[config.mk]
export PLATFORM = sky130hd
export DESIGN_NAME = safe_stop_joint_supervisor
export DESIGN_NICKNAME = d
export VERILOG_FILES = /design/src/rtl/core/sssv_pkg.sv /design/src/rtl/core/sssv_ctrl.sv /design/src/rtl/core/sssv_datapath.sv /design/src/rtl/core/safe_stop_joint_supervisor.sv
export SDC_FILE = /design/constraint.sdc
export NUM_CORES = 2
export LEC_CHECK = 0
export ABC_AREA = 1
export BUFFER_PORTS_ARGS = -buffer_cell sky130_fd_sc_hd__buf_2
export CAP_MARGIN = 10
export CELL_PAD_IN_SITES_DETAIL_PLACEMENT = 0
export CELL_PAD_IN_SITES_GLOBAL_PLACEMENT = 1
export CORE_ASPECT_RATIO = 0.7
export CORE_MARGIN = 10
export CORE_UTILIZATION = 48
export DETAILED_ROUTE_END_ITERATION = 7
export PLACE_DENSITY_LB_ADDON = 0.1
export SLEW_MARGIN = 30
export SYNTH_ARGS = -nofsm -noshare
export SYNTH_HDL_FRONTEND = slang
export SYNTH_SLANG_ARGS = --single-unit
[constraint.sdc]
create_clock -name clk -period 14.3 [get_ports clk]
set_clock_uncertainty 0.1 [all_clocks]
set_input_delay 2.145 -clock clk [delete_from_list [all_inputs] [get_ports clk]]
set_output_delay 2.145 -clock clk [all_outputs]
set_load 0.03 [all_outputs]
[src/rtl/core/sssv_pkg.sv]
// Shared types, codes and sizes for the safe-stop joint supervisor.
// No dependencies; every other file imports this package.
`timescale 1ns / 1ps

package sssv_pkg;

	localparam int JOINTS     = 6;
	localparam int POS_W      = 32;
	localparam int TGT_FIELDS = 6;
	localparam int CFG_W      = 16;
	localparam int CFG_IDX_W  = 2;
	localparam int JIDX_W     = (JOINTS > 1) ? $clog2(JOINTS) : 1;

	localparam logic [CFG_W-1:0] LAG_GAIN_RST    = 16'd3991;
	localparam logic [CFG_W-1:0] RATE_SCALE_RST  = 16'd500;
	localparam logic [CFG_W-1:0] RAMP_CYCLES_RST = 16'd150;

	localparam logic [CFG_IDX_W-1:0] REG_LAG_GAIN    = 2'd0;
	localparam logic [CFG_IDX_W-1:0] REG_RATE_SCALE  = 2'd1;
	localparam logic [CFG_IDX_W-1:0] REG_RAMP_CYCLES = 2'd2;

	// flag bit positions
	localparam int FLG_CLIENT_LOST = 0;
	localparam int FLG_STOPPING    = 1;
	localparam int FLG_HOLDING     = 2;
	localparam int FLG_TELEM_LOST  = 3;

	typedef enum logic [2:0] {
		OP_CYCLE_END   = 3'd0,
		OP_WDOG_TRIP   = 3'd1,
		OP_SET_TARGET  = 3'd2,
		OP_STOP        = 3'd3,
		OP_DISABLE     = 3'd4,
		OP_CLEAR_FAULT = 3'd5
	} opcode_t;

	typedef enum logic [1:0] {
		MODE_IDLE  = 2'd0,
		MODE_TRACK = 2'd1,
		MODE_STOP  = 2'd2,
		MODE_HOLD  = 2'd3
	} mode_t;

	typedef enum logic [1:0] {
		ST_IDLE,
		ST_STEP,
		ST_EMIT
	} ctrl_state_t;

	typedef struct packed {
		logic [2:0]        opcode;
		logic [2:0]        target_count;
		logic signed [31:0] target_j0;
		logic signed [31:0] target_j1;
		logic signed [31:0] target_j2;
		logic signed [31:0] target_j3;
		logic signed [31:0] target_j4;
		logic signed [31:0] target_j5;
		logic              publish_failed;
	} in_item_t;

	typedef struct packed {
		logic [2:0]         joint_index;
		logic [1:0]         mode;
		logic [3:0]         flags;
		logic signed [31:0] cmd_pos;
		logic signed [31:0] meas_pos;
		logic signed [31:0] meas_vel;
		logic               last;
	} out_item_t;

	typedef struct packed {
		logic              accept;  // input item taken this cycle
		logic              calc;    // register the lag step of joint jidx
		logic              emit;    // load the record of joint jidx
		logic [JIDX_W-1:0] jidx;
	} ctrl_cmd_t;

	typedef struct packed {
		logic out_free;
	} dp_status_t;

	function automatic logic signed [POS_W-1:0] target_field(in_item_t it, int k);
		logic signed [31:0] v;
		case (k)
			0:       v = it.target_j0;
			1:       v = it.target_j1;
			2:       v = it.target_j2;
			3:       v = it.target_j3;
			4:       v = it.target_j4;
			5:       v = it.target_j5;
			default: v = '0;
		endcase
		return POS_W'(v);
	endfunction

endpackage

[src/rtl/core/sssv_ctrl.sv]
// Sequencer for the supervisor: takes items, walks the joints on a cycle end.
// Depends on sssv_pkg.
`timescale 1ns / 1ps

module sssv_ctrl (
	input  logic                clk,
	input  logic                arst_n,
	input  logic                in_valid,
	input  logic [2:0]          in_opcode,
	output logic                in_stall,
	output sssv_pkg::ctrl_cmd_t cmd,
	input  sssv_pkg::dp_status_t status
);
	import sssv_pkg::*;

	ctrl_state_t       state_q, state_nxt;
	logic [JIDX_W-1:0] jidx_q;
	logic              accept;
	logic              last_joint;

	assign last_joint = (jidx_q == JIDX_W'(JOINTS - 1));

	always_comb begin
		state_nxt = state_q;
		unique case (state_q)
			ST_IDLE: begin
				if (in_valid && in_opcode == OP_CYCLE_END) state_nxt = ST_STEP;
			end
			ST_STEP: state_nxt = ST_EMIT;
			ST_EMIT: begin
				if (status.out_free) state_nxt = last_joint ? ST_IDLE : ST_STEP;
			end
			default: state_nxt = ST_IDLE;
		endcase
	end

	always_comb begin
		in_stall   = (state_q != ST_IDLE);
		accept     = in_valid && !in_stall;
		cmd.accept = accept;
		cmd.calc   = (state_q == ST_STEP);
		cmd.emit   = (state_q == ST_EMIT) && status.out_free;
		cmd.jidx   = jidx_q;
	end

	always_ff @(posedge clk or negedge arst_n) begin
		if (!arst_n) begin
			state_q <= ST_IDLE;
			jidx_q  <= '0;
		end else begin
			state_q <= state_nxt;
			if (state_q == ST_IDLE) jidx_q <= '0;
			else if (cmd.emit && !last_joint) jidx_q <= jidx_q + JIDX_W'(1);
		end
	end

endmodule

[src/rtl/core/sssv_datapath.sv]
// Supervisor datapath: mode state, joint arrays, config registers, lag and
// velocity unit, output register. Depends on sssv_pkg.
`timescale 1ns / 1ps

module sssv_datapath (
	input  logic                 clk,
	input  logic                 arst_n,
	input  sssv_pkg::in_item_t   in_item,
	input  logic                 cfg_we,
	input  logic [1:0]           cfg_index,
	input  logic [15:0]          cfg_data,
	input  sssv_pkg::ctrl_cmd_t  cmd,
	output sssv_pkg::dp_status_t status,
	output logic                 out_valid,
	input  logic                 out_stall,
	output sssv_pkg::out_item_t  out_item
);
	import sssv_pkg::*;

	localparam int HI_W  = POS_W + 1 - 16;
	localparam int SUM_W = HI_W + 17;
	localparam int PRD_W = POS_W + CFG_W;

	logic [CFG_W-1:0] lag_q, rate_q, ramp_cyc_q;
	mode_t            mode_q;
	logic [15:0]      ramp_q;
	logic             lost_q;
	logic [3:0]       flags_q;
	logic signed [POS_W-1:0] target_q [JOINTS];
	logic signed [POS_W-1:0] hold_q   [JOINTS];
	logic signed [POS_W-1:0] pos_q    [JOINTS];
	logic             out_valid_q;

	// stage 1: magnitude of the error times the gain, rounded
	logic signed [POS_W-1:0] pos_cur, tgt_cur;
	logic signed [POS_W:0]   diff;
	logic                    neg;
	logic [POS_W:0]          mag;
	logic [HI_W+15:0]        prod_hi;
	logic [32:0]             prod_lo;
	logic [SUM_W-1:0]        step_sum;

	logic [POS_W-1:0]        stp_s1;
	logic                    neg_s1;
	logic signed [POS_W-1:0] pos_s1, tgt_s1;

	// stage 2: next position and saturated velocity
	logic [PRD_W-1:0]        vprod;
	logic                    vsat;
	logic signed [POS_W-1:0] next_pos, vel;

	logic op_busy;
	logic load;

	assign pos_cur = pos_q[cmd.jidx];
	assign tgt_cur = target_q[cmd.jidx];

	always_comb begin
		diff     = {tgt_cur[POS_W-1], tgt_cur} - {pos_cur[POS_W-1], pos_cur};
		neg      = diff[POS_W];
		mag      = neg ? (POS_W+1)'(-diff) : (POS_W+1)'(diff);
		prod_hi  = (HI_W+16)'(mag[POS_W:16]) * (HI_W+16)'(lag_q);
		prod_lo  = 33'(mag[15:0]) * 33'(lag_q) + 33'd32768;
		step_sum = SUM_W'(prod_hi) + SUM_W'(prod_lo[32:16]);
	end

	always_comb begin
		vprod    = PRD_W'(stp_s1) * PRD_W'(rate_q);
		vsat     = |vprod[PRD_W-1:POS_W-1];
		next_pos = neg_s1 ? pos_s1 - $signed(stp_s1) : pos_s1 + $signed(stp_s1);
		if (vsat)
			vel = neg_s1 ? {1'b1, {(POS_W-1){1'b0}}} : {1'b0, {(POS_W-1){1'b1}}};
		else
			vel = neg_s1 ? -$signed(vprod[POS_W-1:0]) : $signed(vprod[POS_W-1:0]);
	end

	assign op_busy         = (mode_q == MODE_STOP) || (mode_q == MODE_HOLD);
	assign status.out_free = !out_valid_q || !out_stall;
	assign load            = cmd.emit;
	assign out_valid       = out_valid_q;

	always_ff @(posedge clk or negedge arst_n) begin
		if (!arst_n) begin
			lag_q       <= LAG_GAIN_RST;
			rate_q      <= RATE_SCALE_RST;
			ramp_cyc_q  <= RAMP_CYCLES_RST;
			mode_q      <= MODE_IDLE;
			ramp_q      <= '0;
			lost_q      <= 1'b0;
			flags_q     <= '0;
			out_valid_q <= 1'b0;
			for (int j = 0; j < JOINTS; j++) begin
				target_q[j] <= '0;
				hold_q[j]   <= '0;
				pos_q[j]    <= '0;
			end
		end else begin
			if (cfg_we) begin
				unique case (cfg_index)
					REG_LAG_GAIN:    lag_q      <= cfg_data;
					REG_RATE_SCALE:  rate_q     <= cfg_data;
					REG_RAMP_CYCLES: ramp_cyc_q <= cfg_data;
					default: ;
				endcase
			end

			if (cmd.accept) begin
				unique case (in_item.opcode)
					OP_CYCLE_END: begin
						lost_q <= 1'b0;
						flags_q[FLG_CLIENT_LOST] <= lost_q;
						flags_q[FLG_TELEM_LOST]  <= in_item.publish_failed;
						// a finished ramp reports holding instead of stopping
						flags_q[FLG_STOPPING]    <= (mode_q == MODE_STOP) &&
							(ramp_q < ramp_cyc_q);
						flags_q[FLG_HOLDING]     <= (mode_q == MODE_HOLD) ||
							((mode_q == MODE_STOP) && (ramp_q >= ramp_cyc_q));
						if (mode_q == MODE_STOP) begin
							for (int j = 0; j < JOINTS; j++) target_q[j] <= hold_q[j];
							if (ramp_q >= ramp_cyc_q) begin
								mode_q <= MODE_HOLD;
							end else begin
								if (ramp_q != 16'hFFFF) ramp_q <= ramp_q + 16'd1;
							end
						end
					end
					OP_WDOG_TRIP: begin
						mode_q <= MODE_STOP;
						ramp_q <= '0;
						lost_q <= 1'b1;
						for (int j = 0; j < JOINTS; j++) hold_q[j] <= pos_q[j];
					end
					OP_SET_TARGET: begin
						if (!op_busy) begin
							mode_q <= MODE_TRACK;
							for (int j = 0; j < JOINTS; j++) begin
								// joints past the input fields are never updated
								if (j < TGT_FIELDS && 3'(j) < in_item.target_count)
									target_q[j] <= target_field(in_item, j);
							end
						end
					end
					OP_STOP: begin
						if (!op_busy) begin
							mode_q <= MODE_STOP;
							ramp_q <= '0;
							for (int j = 0; j < JOINTS; j++) hold_q[j] <= pos_q[j];
						end
					end
					OP_DISABLE: begin
						if (!op_busy) mode_q <= MODE_IDLE;
					end
					OP_CLEAR_FAULT: begin
						if (mode_q == MODE_HOLD) mode_q <= MODE_IDLE;
					end
					default: ;
				endcase
			end

			if (load) pos_q[cmd.jidx] <= next_pos;

			if (load) out_valid_q <= 1'b1;
			else if (!out_stall) out_valid_q <= 1'b0;
		end
	end

	always_ff @(posedge clk) begin
		if (cmd.calc) begin
			stp_s1 <= step_sum[POS_W-1:0];
			neg_s1 <= neg;
			pos_s1 <= pos_cur;
			tgt_s1 <= tgt_cur;
		end
		if (load) begin
			out_item.joint_index <= 3'(cmd.jidx);
			out_item.mode        <= mode_q;
			out_item.flags       <= flags_q;
			out_item.cmd_pos     <= 32'(tgt_s1);
			out_item.meas_pos    <= 32'(next_pos);
			out_item.meas_vel    <= 32'(vel);
			out_item.last        <= (cmd.jidx == JIDX_W'(JOINTS - 1));
		end
	end

endmodule

[src/rtl/core/safe_stop_joint_supervisor.sv]
// Top level of the safe-stop joint supervisor: sequencer plus datapath.
// Depends on sssv_pkg, sssv_ctrl, sssv_datapath.
//
// Input channel (in_valid / in_stall / in_item) carries commands and
// cycle-end items. Commands are taken while in_stall is low and produce
// no record. A cycle-end item updates mode and flags at its accept edge,
// then runs one joint at a time through a single lag/velocity unit: for
// each joint, error times gain is registered (ST_STEP), then next position
// and velocity times rate are loaded into the record (ST_EMIT). A cycle
// end keeps in_stall high until the last joint's record is loaded, so the
// next item is taken only after that.
// Output channel (out_valid / out_stall / out_item) is one record register;
// while the receiver stalls, the joint walk pauses with the record held and
// the next input item can be taken once the last record is loaded.
// The cfg port writes lag_gain, rate_scale, ramp_cycles by index, others
// dropped. The user must write only while idle; the block does not check.
// Reset clears the mode to idle, all joint positions, targets and hold
// pose to zero, and loads the config defaults; no record is pending.
`timescale 1ns / 1ps

module safe_stop_joint_supervisor (
	input  logic                clk,
	input  logic                arst_n,
	input  logic                in_valid,
	output logic                in_stall,
	input  sssv_pkg::in_item_t  in_item,
	output logic                out_valid,
	input  logic                out_stall,
	output sssv_pkg::out_item_t out_item,
	input  logic                cfg_we,
	input  logic [1:0]          cfg_index,
	input  logic [15:0]         cfg_data
);
	import sssv_pkg::*;

	ctrl_cmd_t  cmd;
	dp_status_t status;

	sssv_ctrl u_ctrl (
		.clk       (clk),
		.arst_n    (arst_n),
		.in_valid  (in_valid),
		.in_opcode (in_item.opcode),
		.in_stall  (in_stall),
		.cmd       (cmd),
		.status    (status)
	);

	sssv_datapath u_dp (
		.clk       (clk),
		.arst_n    (arst_n),
		.in_item   (in_item),
		.cfg_we    (cfg_we),
		.cfg_index (cfg_index),
		.cfg_data  (cfg_data),
		.cmd       (cmd),
		.status    (status),
		.out_valid (out_valid),
		.out_stall (out_stall),
		.out_item  (out_item)
	);

endmodule

==> impl_results.md <==
- Status: completed
- Post-Route Setup TNS: 0 ns
- Syn Area/Cell: 8.07 um2
- Top routing layer used: met5
- CP Capture Type: flip-flop
- CP max stage delay: 0.57 ns
- Setup CP Type: reg2reg
- Commonest non-fill, non-tap cell in the layout: nand2_1
- Initial Util: 48.3%
- DRC Markers: 0
- Root Driver: clkbuf_16
- Gate Count Post-Synth: approximately 9,600
- # H-tree levels: 3
- Later-pin clock latency in the skew report: 0.72 ns
- Cts bufs inserted: 88
- ANT nets after route: 0
- Crit path time final: 13.64 ns
- Largest net degree at the start of global routing: between 150 and 200
- FF+latch count, synth: 856
- IO Port Bufs: 329
- DRT iter0 DRCs: 6,124
- HP Class: reg2reg
- Die span in x: 500 um
- CP startpoint kind: flip-flop
- Hpwl dp: 217,000 um
- Critical Path AT: roughly 14 ns
- Drt wl/cell: between 20 and 25 um
- FF-to-FF End: u_dp.stp_s1[28]
- Share of layout cells above drive strength 1: 9.05%
- Synth area leader: fa_1
- Routed via count: 66,000
- Clock-pin slew on the worst setup and hold paths: 0.06 ns
- Slew Limit Headroom: approximately a quarter
- Vias in the first global route: 66,300
- Final wirelength: 281,000 um
- Ys flop type: dfrtp_1
- Antenna violations before repair: 12
- First-pass GRT wire length: 425,000 um
- Total GRT Usage: 31.3%
- Number of synthesized flops with an enable pin: 203
- Unique masters post-synth: 68
- Vias/cell: between 5 and 6
- Final setup viols: 0
- Met2 WL post-DR: between 100,000 and 150,000 um
- Die area: 0.178 mm2
- Clk buf depth: 3
- CTS tree: built
- CP Launch Point: u_ctrl.jidx_q[2]
- Critical Path End: u_dp.stp_s1[28]
- Synth area leaders: fa_1, dfrtp_1, nand2_1
- Worst-Margin Slew: 1.11 ns
- Maximum fanout along the worst path: 19
- Iteration count of the initial detailed-routing pass: 7
- MaxCap Viol Count: 0
- Yosys top cell area share: 21.7%
- Mapped cell area: 0.0774 mm2
- Worst EP required: 14.64 ns
- CTS Hold Bufs: 0
- Syn-to-layout area delta: 9.82%
- Met1 wire length: 130,000 um
- Syn_nets: about 11,000
- DIE HEIGHT: 356 um
- GPL Wtd Cong: 0.962
- Yosys warns: 0
- Highest-delay cell along the critical path: fa_1
- Row count: 123
- GRT overflow: 0
- Asr flop ratio synth: 76.3%
- Achievable clock frequency: roughly 0.073 GHz
- Met3 WL: 26,100 um
- IO Count: 330
- Max-slew violation count: 0
- Most frequent cells in the layout: nand2_1, inv_1, fa_1
- CTS Sinks: between 800 and 900
- Share of the core filled with cells: 53.0%
- Critical register-to-register path startpoint: u_ctrl.jidx_q[2]
- Core Footprint: about 0.16 mm2
- R2r setup slk: ~0.66 ns
- NumNets Final: approximately 11,000
- Post-synthesis sequential area ratio: 29.0%
- Tcrit/Tclk final: 95.4%
- Worst reg2reg path depth: 56
- Endpoints failing hold: 0
==> worst max-delay path: cells and delay by family, from the launching register on <==
kind | cells | cell delay, ns
AOI/OAI and AO/OA | 14 | 2.81
xor gates and xnor gates | 1 | 0.20
adders and majority gates | 13 | 6.27
buffers and inverters | 11 | 1.47
DFF | 1 | 0.46
and+or+nand+nor | 17 | 2.02
==> area by class of cell <==
| cell class | instances | area [um2] |
|---|---|---|
| Fill cell | 15500 | 75400 |
| Multi-Input combinational cell | 6454 | 46500 |
| Sequential cell | 856 | 22500 |
| Inverter | 1850 | 6960 |
| Timing Repair Buffer | 530 | 3400 |
| Tap cell | 2125 | 2660 |
| Clock buffer | 131 | 2590 |
| Clock inverter | 32 | 409 |
| Antenna cell | 3 | 7.51 |
==> sequential cells by signal (all words and copies together), names as in the netlist, 4 cells and up <==
signal,flops
u_dp.flags_q,4
u_dp.hold_q,192
u_dp.lag_q,16
u_dp.out_item,106
u_dp.pos_q,192
u_dp.pos_s1,32
u_dp.ramp_cyc_q,16
u_dp.ramp_q,16
u_dp.rate_q,16
u_dp.stp_s1,32
u_dp.target_q,192
u_dp.tgt_s1,32
==> worst min-delay path by stage <==
stage	start	endpoint	slack, ns	cells after the start
4_1_cts	u_dp.tgt_s1[7]	u_dp.out_item[72]	0.31	0
2_1_floorplan	u_dp.tgt_s1[0]	u_dp.out_item[65]	0.30	0
5_1_grt	u_dp.tgt_s1[7]	u_dp.out_item[72]	0.32	0
3_5_place_dp	u_dp.tgt_s1[7]	u_dp.out_item[72]	0.30	0
3_3_place_gp	u_dp.tgt_s1[2]	u_dp.out_item[67]	0.31	0
6_report	u_dp.tgt_s1[7]	u_dp.out_item[72]	0.31	0
==> synthesized netlist by cell type, types with 9 or more instances <==
cell type  count
nand4_1       80
o21ai_1       12
nand3_1      248
o22ai_1       39
xnor2_1       58
o221ai_1      28
nand2_1     2393
fa_1         838
o21a_1        42
nor2_2         9
o31ai_1      109
nor3_1        83
buf_4         13
or2_2         51
dfstp_2       19
nor4_1        19
a21oi_1      219
buf_1         34
edfxtp_1     203
a31oi_1       81
nor2_1       815
o21bai_1      14
mux2_2        14
xor2_1       111
a21o_1        13
clkbuf_1     335
buf_2         41
a22oi_1       50
o21ai_0      579
inv_1       1828
nand3b_1      15
inv_2         15
dfrtp_1      634
nand2_2       24
nand3_2       11
ha_1         425
o211ai_1      10
==> cell families (layout without fill, tap and decap cells) <==
kind of cell	after synthesis	in the layout	share of synthesized area, %
DFF	856	856	29.0
muxes	14	14	0.204
xor gates and xnor gates	174	174	2.02
buffers and inverters	2279	2543	11.2
other	0	3	0
adders and majority gates	1263	1263	28.6
AOI/OAI and AO/OA	1233	1233	9.24
and+or+nand+nor	3770	3770	19.7
==> routing by layer <==
| metal | up-vias | global-route usage, % |
|---|---|---|
| li1 | 30000 | - |
| met4 | 2 | 8.57 |
| met2 | 2886 | 45.1 |
| met1 | 32800 | 47.2 |
| met3 | 401 | 6.97 |
| met5 | - | 0 |
==> per-stage QoR <==
| stage | hold WS, ns | setup WS (ns) | std cells | cell area [um2] |
|---|---|---|---|---|
| final | 0.313 | 0.656 | 12000 | 85000 |
| after global routing | 0.320 | -0.0235 | 12000 | 85000 |
| after CTS | 0.313 | 0.364 | 12000 | 84700 |
| after detailed placement | 0.305 | 0.402 | 11800 | 81700 |
| after global placement | 0.305 | 0.511 | 11800 | 81600 |
| after floorplan | 0.300 | 1.94 | 9589 | 77400 |
==> timing repair <==
item,4_1_cts,5_1_grt
setup endpoints to repair,0,16
setup buffers,0,6
resized for setup,0,44
Power is not shown: default switching activity piles up to over one toggle a cycle in this logic, so the estimate is an artifact.
